===== src/rtl/aes_counter_keystream_generator_top_assert.svh =====
// Assertion macros for the counter-mode keystream generator.
`ifndef AES_COUNTER_KEYSTREAM_GENERATOR_TOP_ASSERT_SVH
`define AES_COUNTER_KEYSTREAM_GENERATOR_TOP_ASSERT_SVH
`ifndef SYNTHESIS
`define AKG_ASSERT_IMPLY(lbl, clk, rst, ante, cons) \
   lbl: assert property (@(posedge clk) disable iff (rst) (ante) |-> (cons)) \
      else $error("assertion failed");
`define AKG_ASSERT_NEXT(lbl, clk, rst, ante, cons) \
   lbl: assert property (@(posedge clk) disable iff (rst) (ante) |=> (cons)) \
      else $error("assertion failed");
`else
`define AKG_ASSERT_IMPLY(lbl, clk, rst, ante, cons)
`define AKG_ASSERT_NEXT(lbl, clk, rst, ante, cons)
`endif
`endif


===== src/rtl/akg_pkg.sv =====
// Shared types, constants and AES helper functions.
`timescale 1ns / 1ps
`default_nettype none
package akg_pkg;

   localparam int KEY_WORDS_MAX = 8;
   localparam logic [7:0] RCON_INIT = 8'h01;
   localparam logic [7:0] GF_POLY   = 8'h1b;

   typedef enum logic [2:0] {
      ST_IDLE,
      ST_EXPAND,
      ST_KEYRD,
      ST_ROUND,
      ST_FINISH
   } akg_state_type;

   localparam logic [2:0] CSR_KEY0  = 3'd0;
   localparam logic [2:0] CSR_KEY1  = 3'd1;
   localparam logic [2:0] CSR_KEY2  = 3'd2;
   localparam logic [2:0] CSR_KEY3  = 3'd3;
   localparam logic [2:0] CSR_KLEN  = 3'd4;
   localparam logic [2:0] CSR_NONCE = 3'd5;
   localparam logic [2:0] CSR_MASKH = 3'd6;
   localparam logic [2:0] CSR_MASKL = 3'd7;

   localparam logic [1:0] KLEN_128 = 2'd0;
   localparam logic [1:0] KLEN_192 = 2'd1;

   typedef struct packed {
      logic       ld_ctr;
      logic       kx_en;
      logic       kx_first;
      logic [5:0] kx_idx;
      logic [3:0] rd_addr;
      logic       ark_en;
      logic       rnd_en;
      logic       rnd_last;
      logic       out_en;
   } akg_cmd_type;

   typedef struct packed {
      logic [3:0] nr;
      logic [3:0] nk;
   } akg_status_type;

   localparam logic [2047:0] SBOX_TABLE = {
      128'h637c777bf26b6fc53001672bfed7ab76, 128'hca82c97dfa5947f0add4a2af9ca472c0,
      128'hb7fd9326363ff7cc34a5e5f171d83115, 128'h04c723c31896059a071280e2eb27b275,
      128'h09832c1a1b6e5aa0523bd6b329e32f84, 128'h53d100ed20fcb15b6acbbe394a4c58cf,
      128'hd0efaafb434d338545f9027f503c9fa8, 128'h51a3408f929d38f5bcb6da2110fff3d2,
      128'hcd0c13ec5f974417c4a77e3d645d1973, 128'h60814fdc222a908846eeb814de5e0bdb,
      128'he0323a0a4906245cc2d3ac629195e479, 128'he7c8376d8dd54ea96c56f4ea657aae08,
      128'hba78252e1ca6b4c6e8dd741f4bbd8b8a, 128'h703eb5664803f60e613557b986c11d9e,
      128'he1f8981169d98e949b1e87e9ce5528df, 128'h8ca1890dbfe6426841992d0fb054bb16
   };

   function automatic logic [7:0] sbox(input logic [7:0] x);
      return SBOX_TABLE[2047 - 8 * int'(x) -: 8];
   endfunction

   function automatic logic [31:0] sub_word(input logic [31:0] w);
      return {sbox(w[31:24]), sbox(w[23:16]), sbox(w[15:8]), sbox(w[7:0])};
   endfunction

   function automatic logic [7:0] xtime(input logic [7:0] a);
      return a[7] ? ({a[6:0], 1'b0} ^ GF_POLY) : {a[6:0], 1'b0};
   endfunction

endpackage
`default_nettype wire


===== src/rtl/akg_ctrl.sv =====
// Sequencer for key expansion, rounds and result handoff.
`timescale 1ns / 1ps
`default_nettype none
module akg_ctrl (
   input  wire                    clock,
   input  wire                    reset,
   input  wire                    req_fire,
   input  wire                    req_mode,
   input  wire                    rsp_tready,
   input  akg_pkg::akg_status_type status,
   output logic                   req_tready,
   output logic                   rsp_tvalid,
   output akg_pkg::akg_cmd_type   cmd
);
   import akg_pkg::*;

   akg_state_type state_ff, state_in;
   logic [5:0]    idx_ff, idx_in;
   logic [3:0]    rnd_ff, rnd_in;
   logic          rsp_valid_ff, rsp_valid_in;
   logic [5:0]    last_word;

   assign last_word  = {status.nr + 4'd1, 2'b00} - 6'd1;
   assign rsp_tvalid = rsp_valid_ff;

   always_ff @(posedge clock) begin
      if (reset) begin
         state_ff     <= ST_IDLE;
         idx_ff       <= '0;
         rnd_ff       <= '0;
         rsp_valid_ff <= 1'b0;
      end else begin
         state_ff     <= state_in;
         idx_ff       <= idx_in;
         rnd_ff       <= rnd_in;
         rsp_valid_ff <= rsp_valid_in;
      end
   end

   always_comb begin
      state_in     = state_ff;
      idx_in       = idx_ff;
      rnd_in       = rnd_ff;
      rsp_valid_in = rsp_valid_ff && !rsp_tready;
      req_tready   = 1'b0;
      cmd          = '0;
      cmd.kx_idx   = idx_ff;
      cmd.rd_addr  = rnd_ff + 4'd1;
      case (state_ff)
         ST_IDLE: begin
            req_tready = 1'b1;
            if (req_fire) begin
               if (req_mode) begin
                  cmd.ld_ctr = 1'b1;
               end else begin
                  idx_in   = '0;
                  state_in = ST_EXPAND;
               end
            end
         end
         ST_EXPAND: begin
            cmd.kx_en    = 1'b1;
            cmd.kx_first = (idx_ff == 6'd0);
            if (idx_ff == last_word) begin
               state_in = ST_KEYRD;
            end else begin
               idx_in = idx_ff + 6'd1;
            end
         end
         ST_KEYRD: begin
            // fetch round key 0 ahead of the first round
            cmd.rd_addr = '0;
            rnd_in      = '0;
            state_in    = ST_ROUND;
         end
         ST_ROUND: begin
            cmd.ark_en   = (rnd_ff == 4'd0);
            cmd.rnd_en   = (rnd_ff != 4'd0);
            cmd.rnd_last = (rnd_ff == status.nr);
            rnd_in       = rnd_ff + 4'd1;
            if (rnd_ff == status.nr) begin
               state_in = ST_FINISH;
            end
         end
         ST_FINISH: begin
            // hold until the output slot frees up
            if (!rsp_valid_ff || rsp_tready) begin
               cmd.out_en   = 1'b1;
               rsp_valid_in = 1'b1;
               state_in     = ST_IDLE;
            end
         end
         default: begin
            state_in = ST_IDLE;
         end
      endcase
   end
endmodule
`default_nettype wire


===== config.mk =====
export PLATFORM = sky130hd
export DESIGN_NAME = akg_ctrl
export DESIGN_NICKNAME = d
export VERILOG_FILES = /design/src/rtl/aes_counter_keystream_generator_top_assert.svh /design/src/rtl/akg_pkg.sv /design/src/rtl/akg_ctrl.sv
export SDC_FILE = /design/constraint.sdc
export NUM_CORES = 1
export LEC_CHECK = 0
export BUFFER_PORTS_ARGS = -buffer_cell sky130_fd_sc_hd__buf_4
export CAP_MARGIN = 0
export CORE_MARGIN = 2
export CORE_UTILIZATION = 53
export DETAILED_ROUTE_END_ITERATION = 8
export GPL_TIMING_DRIVEN = 0
export PLACE_DENSITY = 0.91
export REMOVE_ABC_BUFFERS = 1
export SLEW_MARGIN = 20
export SYNTH_ARGS = -nofsm -noshare
export SYNTH_HDL_FRONTEND = slang
export SYNTH_SLANG_ARGS = --single-unit
export TNS_END_PERCENT = 50

===== constraint.sdc =====
create_clock -name clock -period 5.35 [get_ports clock]
set_input_delay 1.07 -clock clock [delete_from_list [all_inputs] [get_ports clock]]
set_output_delay 1.07 -clock clock [all_outputs]
set_load 0.02 [all_outputs]

# [Word level (Yosys, flattened, before mapping)]
# Cells that the tools add are included.
[op_classes] n_addsub=4 eq_ne=12 mux=22 reduce_logical=12
[op_table] operator="3-bit 2-to-1 mux" n=6
[op_table] operator="6-bit 2-to-1 mux" n=3
[op_table] operator="3-bit one-hot mux with 5 select lines" n=1
[op_table] operator="2-bit inequality test (second input constant)" n=6
[op_table] operator="6-bit one-hot mux with 2 select lines" n=1
[op_table] operator="4-bit by 1-bit adder with 4-bit output (second input constant)" n=2
[op_table] operator="1-bit 2-to-1 mux" n=8
[op_table] operator="4-bit one-hot mux with 2 select lines" n=1
[op_table] operator="6-bit by 1-bit adder with 6-bit output (second input constant)" n=1
[op_table] operator="3-bit by 2-bit equality test with 1-bit output (second input constant)" n=2
[op_table] operator="6-bit equality test" n=1
[op_table] operator="6-bit logical NOT" n=1
[op_table] operator="6-bit by 1-bit subtractor with 6-bit output (second input constant)" n=1
[op_table] operator="5-bit AND reduction" n=1
[op_table] operator="4-bit equality test" n=1
[op_table] operator="4-bit logical NOT" n=1
[op_table] operator="4-bit 2-to-1 mux" n=1
[op_table] operator="4-bit AND reduction" n=1
[op_table] operator="2-bit nonzero test" n=2
[op_table] operator="4-bit nonzero test" n=1
[op_table] operator="3-bit by 1-bit equality test with 1-bit output (second input constant)" n=1
[op_table] operator="3-bit equality test (second input constant)" n=1
[op_table] operator="3-bit logical NOT" n=1
[op_table] operator="1-bit logical NOT" n=2
[op_table] operator="other kinds (3)" n=3
[word_totals] register_bits=14 in_bits=13

# [Logic depth before layout (Yosys ltp)]
# Gate-level depths: netlist of run 1.
[logic_depth] depth_word=5 mapped_depth=7

# [Worst setup path before layout of run 1]
# OpenSTA, ideal clock, no wires.
[synth_timing] path_type="input -> output" from="in status[7] in the netlist's numbering" to="out cmd[1] in the netlist's numbering" arrival_time_ps=1964 slack_ps=2316 cell_stages=3 path_cell_list="xor2_1 > nor4_1 > nor2b_1"
[synth_lines] item="from (decl)" line="akg_ctrl.sv:10" text="input akg_pkg::akg_status_type status,"
[synth_lines] item="to (decl)" line="akg_ctrl.sv:13" text="output akg_pkg::akg_cmd_type cmd"

==> results.json, run 1 <==
{
  "synthTopCellsByArea": "dfxtp_1 28%, ha_1 7.4%, xnor2_1 6.9%",
  "cp-end-kind": "primary output",
  "core_sq_um": 1760,
  "cp_data_arrival_time_ns": 2.23,
  "critPathMaxStageDelay_ns": 0.47,
  "place_hpwl_um": 1730,
  "yosysTopAreaCellShare": 0.278,
  "async_reset_ff_frac": 0,
  "grt_max_degree": 11,
  "fillCellCount": 158,
  "cellPowerDensity_nw_per_um2": 174,
  "start_util": 0.572,
  "stdcell_count": 178,
  "hp-class": "register to register",
  "p_leak_nw": 0.542,
  "fin_setup_tns_ns": 0,
  "postSynthAreaPerCell_sq_um": 7.76,
  "cts_sinks": 14,
  "worstPathCellList": "buf_4 > xor2_1 > nor4_1 > nor2b_1 > buf_4",
  "ant_nets": 0,
  "synth_edf_count": 0,
  "setup_viol": 0,
  "min_period_ns": 3.30,
  "cts_tree": "yes",
  "fmax_mhz": 303,
  "reg2reg_depth": 6,
  "drt-total-wl_um": 2270,
  "cts_resized": 0,
  "cts_buffer_depth": 2,
  "synth.cell_area_sq_um": 1010,
  "first_pass_iters": 4,
  "worstSetupStartpointType": "input pin",
  "grt_pass1_vias": 878,
  "clock_latency_ns": 0.28,
  "crit_fanout": 3,
  "syn_inst": 130,
  "place_inst": 175,
  "reg2reg_slack_ns": 3.68,
  "crit_cells": 5,
  "seq_area_frac_synth": 0.278,
  "htreeDepth": 1,
  "slew_headroom": 0.674,
  "drv_cap": 0,
  "tightest_slew_ns": 0.485,
  "crit_start": "status[6]",
  "area_growth_pct": 22.7,
  "n_antenna_cell": 0,
  "ys_ff_latch": 14,
  "grt_pass1_wl_um": 3610,
  "critPathSlowestCell": "nor4_1",
  "crit_buf_inv": 2,
  "crit_family": "simple AND/OR/NAND/NOR gates",
  "ys.flop_type": "dfxtp_1",
  "drive_gt1_frac": 0.229,
  "die_w_um": 47.6,
  "r2r_start": "idx_ff[3]$_SDFFE_PP0P_",
  "post_cts_buffers": 0,
  "postCtsHoldBufs": 0,
  "final_area_sq_um": 1240,
  "rows": 15,
  "io_pins": 32,
  "antenna_found_initial": 0,
  "slew_viol_final": 0,
  "hold_viol_final": 0,
  "cts-buffers-inserted": 3,
  "multi_input_area_sq_um": 674,
  "portBuffers": 27,
  "dieArea_sq_um": 2270,
  "overflow": 0,
  "cp.required_ns": 4.28,
  "synth.distinct_cells": 34,
  "grt_usage": 0.224,
  "seq_area_sq_um": 280,
  "fin_nets": 174,
  "vias": 983,
  "drc": 0,
  "gp_congestion": 0.753,
  "rsz0062_at_grt": "no",
  "ir_worst_vdd_v": 0.000132,
  "cts-root-buf": "clkbuf_4",
  "synth_most_common_cell": "nor2_1",
  "yosys-top-cells-count": "17 x nor2_1, 14 x dfxtp_1, 10 x a21oi_1, 10 x nand2_1, 8 x xnor2_1",
  "placed_area_sq_um": 1210,
  "drtIter0Drc": 40,
  "hold_slack_ns": 0.526,
  "outcome": "finished, final reports clean",
  "crit_top_cell": "buf_4",
  "final_core_util": 0.701,
  "finalPower_uw": 215,
  "wl_per_cell_um": 12.8,
  "period_share": 0.617,
  "fin_ws_ns": 2.05,
  "timing.rr.end": "idx_ff[3]$_SDFFE_PP0P_",
  "viasPerCell": 5.52,
  "cp-endpoint": "cmd[1]",
  "clock_skew_ns": 0.00480,
  "synth_top_area_cell": "dfxtp_1",
  "dpl_worst_slack_ns": 2.08,
  "path_clk_slew_ns": 0.08,
  "synth_warnings": 0,
  "die_y_um": 47.6,
  "worst-setup-path-type": "input pin to primary output"
}
-- registers in the layout, summed over array words and instances, names as in the netlist --
| signal | count |
|---|---|
| idx_ff | 6 |
| rnd_ff | 4 |
| state_ff | 3 |
| rsp_tvalid | 1 |
-- area by class of cell --
type,instances,share of cell area
multi-input combinational,102,0.545
timing repair buffer,27,0.164
inverter,7,0.0212
sequential,14,0.226
clock buffer,3,0.0182
tap,25,0.0253
-- layout by cell type, fill, tap and decap left out, types with 4 or more instances in the layout --
cell      n
buf_4    27
nor2_1   17
dfxtp_1  14
nand2_1  10
a21oi_1  10
xnor2_1   8
inv_1     7
nor2b_1   6
ha_1      6
xor2_1    5
nand3_1   5
nand4_1   4
-- cells by family after synthesis --
| group | Yosys count | synth area share |
|---|---|---|
| multiplexers | 3 | 0.0298 |
| XOR/XNOR | 14 | 0.129 |
| AO/OA/AOI/OAI | 21 | 0.141 |
| buffers and inverters | 14 | 0.0533 |
| flip-flops | 14 | 0.278 |
| AND/OR/NAND/NOR | 58 | 0.294 |
| adder cells (fa/ha/maj) | 6 | 0.0744 |
-- how the worst min path moves through the flow --
| stage | startpoint | endpoint | slack, ns | depth (start not counted) |
|---|---|---|---|---|
| 6_report | idx_ff[4]$_SDFFE_PP0P_ | idx_ff[4]$_SDFFE_PP0P_ | 0.53 | 2 |
| 5_1_grt | idx_ff[4]$_SDFFE_PP0P_ | idx_ff[4]$_SDFFE_PP0P_ | 0.57 | 2 |
| 4_1_cts | idx_ff[4]$_SDFFE_PP0P_ | idx_ff[4]$_SDFFE_PP0P_ | 0.53 | 2 |
| 3_5_place_dp | idx_ff[4]$_SDFFE_PP0P_ | idx_ff[4]$_SDFFE_PP0P_ | 0.52 | 2 |
| 3_3_place_gp | idx_ff[4]$_SDFFE_PP0P_ | idx_ff[4]$_SDFFE_PP0P_ | 0.51 | 2 |
| 2_1_floorplan | rnd_ff[1]$_SDFFE_PP0P_ | rnd_ff[1]$_SDFFE_PP0P_ | 0.48 | 2 |
-- worst reg2reg max path, stage by stage (launching register included) --
cell	delay (ns)
dfxtp_1	0.47
xnor2_1	0.17
mux2i_1	0.26
and4_4	0.27
a21oi_4	0.10
nand4_1	0.15
mux2i_1	0.18
-- layer usage --
metal	wire length [um]	vias to the layer above	track usage
met5	0	-	0
met4	35	0	0.0973
met3	146	6	0.0340
met2	1100	37	0.373
met1	988	453	0.287
li1	-	487	-
-- power breakdown --
group          internal, mW  switching [mW]  leakage (nW)
clock network        0.0261          0.0327        0.0138
logic                0.0208          0.0254         0.415
registers             0.106         0.00368         0.113
Power figures use the tool's default switching activity.
==> run 2, diff against run 1 <==
CORE_UTILIZATION = 50   (was 53)
PLACE_DENSITY = 0.87   (was 0.91)
clock period = 3.2 ns   (was 5.35 ns; I/O delays follow)
==> results.json, run 2 (same netlist as run 1, synthesis figures left out) <==
{
  "outcome": "finished, final reports clean",
  "die_y_um": 48.9,
  "intPower_uw": 282,
  "place_hpwl_um": 1640,
  "crit_buf_inv": 2,
  "drive_gt1_frac": 0.234,
  "dieArea_sq_um": 2390,
  "drv_cap": 0,
  "worstSetupStartpointType": "input pin",
  "clock_latency_ns": 0.29,
  "slew_viol_final": 0,
  "cts_tree": "yes",
  "rsz0062_at_grt": "no",
  "area_growth_pct": 24.3,
  "fin_setup_tns_ns": 0,
  "p_leak_nw": 0.549,
  "power.switching_uw": 112,
  "crit_family": "simple AND/OR/NAND/NOR gates",
  "grt_pass1_wl_um": 3850,
  "n_antenna_cell": 0,
  "hp-class": "register to register",
  "vias": 980,
  "largest_reg_flops": 6,
  "htreeDepth": 1,
  "period_share": 0.808,
  "start_util": 0.525,
  "post_cts_buffers": 0,
  "io_pins": 32,
  "crit_fanout": 3,
  "pwr-share-clk": 0.337,
  "fin_ws_ns": 0.613,
  "antenna_found_initial": 0,
  "drtIter0Drc": 20,
  "path_clk_slew_ns": 0.09,
  "ir_worst_vdd_v": 0.000280,
  "fmax_mhz": 387,
  "slew_headroom": 0.579,
  "gp_congestion": 0.765,
  "cp.required_ns": 2.56,
  "fin_nets": 174,
  "cp-end-kind": "primary output",
  "viasPerCell": 5.41,
  "clock_skew_ns": 0.00492,
  "rows": 16,
  "cts-buffers-inserted": 3,
  "core_sq_um": 1920,
  "cellPowerDensity_nw_per_um2": 314,
  "worst-setup-path-type": "input pin to primary output",
  "cts_buffer_depth": 2,
  "p_seq_frac": 0.466,
  "largest-register": "idx_ff",
  "grt_usage": 0.203,
  "tightest_slew_ns": 0.626,
  "hold_slack_ns": 0.525,
  "ant_nets": 0,
  "switching_share": 0.285,
  "hold_viol_final": 0,
  "cts_resized": 0,
  "most-common-layout-cells": "27 x buf_4, 17 x nor2_1, 14 x dfxtp_1",
  "mostFrequentLayoutCell": "buf_4",
  "comb_power_share": 0.197,
  "critPathSlowestCell": "nor4_1",
  "grt_max_degree": 11,
  "cts_sinks": 14,
  "dpl_worst_slack_ns": 0.690,
  "critPathMaxStageDelay_ns": 0.57,
  "drt-total-wl_um": 2190,
  "portBuffers": 27,
  "cp_data_arrival_time_ns": 1.95,
  "setup_viol": 0,
  "wl_per_cell_um": 12.1,
  "cts-root-buf": "clkbuf_4",
  "postCtsHoldBufs": 0,
  "worstPathCellList": "buf_4 > xor2_1 > nor4_1 > nor2b_1 > buf_4",
  "die_w_um": 48.9,
  "drc": 0,
  "min_period_ns": 2.59,
  "reg_top3": "idx_ff: 6 flops, rnd_ff: 4 flops, state_ff: 3 flops",
  "grt_pass1_vias": 897,
  "first_pass_iters": 4,
  "overflow": 0,
  "crit_top_cell": "buf_4"
}
## run 2: cell types whose count changed in the layout (fill, tap and decap cells not counted), sizes merged
cell,before,now
clkbuf,3,4
## run 2: final timing paths
| check | from | to | slack [ns] | cells after the start |
|---|---|---|---|---|
| worst max-delay path | status[6] | cmd[1] | 0.61 | 5 |
| worst min-delay path | idx_ff[4]$_SDFFE_PP0P_ | idx_ff[4]$_SDFFE_PP0P_ | 0.52 | 2 |
| worst max register to register | rnd_ff[3]$_SDFFE_PP0P_ | state_ff[2]$_SDFFE_PP0P_ | 1.47 | 5 |
| worst min register to register | idx_ff[4]$_SDFFE_PP0P_ | idx_ff[4]$_SDFFE_PP0P_ | 0.52 | 2 |
## run 2: power groups by stage
| stage | Clock [mW] | Sequential (mW) | Combinational (mW) |
|---|---|---|---|
| 2_1_floorplan | 0 | 0.189 | 0.0452 |
| 4_1_cts | 0.131 | 0.183 | 0.0774 |
| 5_1_grt | 0.142 | 0.185 | 0.0849 |
| 3_3_place_gp | 0 | 0.187 | 0.0738 |
| 3_5_place_dp | 0 | 0.187 | 0.0768 |
| 6_report | 0.133 | 0.183 | 0.0776 |
## run 2: cell type report
class                      count  area [sq um]
fill                         173           668
tap                           27          33.8
multi-input combinational    102           674
sequential                    14           280
timing repair buffer          27           203
inverter                       7          26.3
clock buffer                   4          36.3
## run 2: worst register-to-register path, cell delays in order (launching register included)
cell,delay [ns]
dfxtp_1,0.38
xor2_1,0.18
nor4_1,0.58
nor2b_1,0.29
a31oi_1,0.06
nor3_1,0.17
## run 2: per-stage QoR
step	power, mW	std cells	instance area, sq um	utilization
after floorplan	0.234	123	981	-
after global routing	0.411	181	1250	0.652
after CTS	0.392	181	1250	0.652
final	0.394	181	1250	0.652
after detailed placement	0.264	177	1220	0.633
after global placement	0.261	177	1220	0.633
## run 2: metal layers
metal,track usage,part of all wire,vias up
li1,-,-,495
met1,0.265,0.47,444
met2,0.324,0.46,33
met3,0.0307,0.044,8
met4,0.105,0.024,0
met5,0,0,-
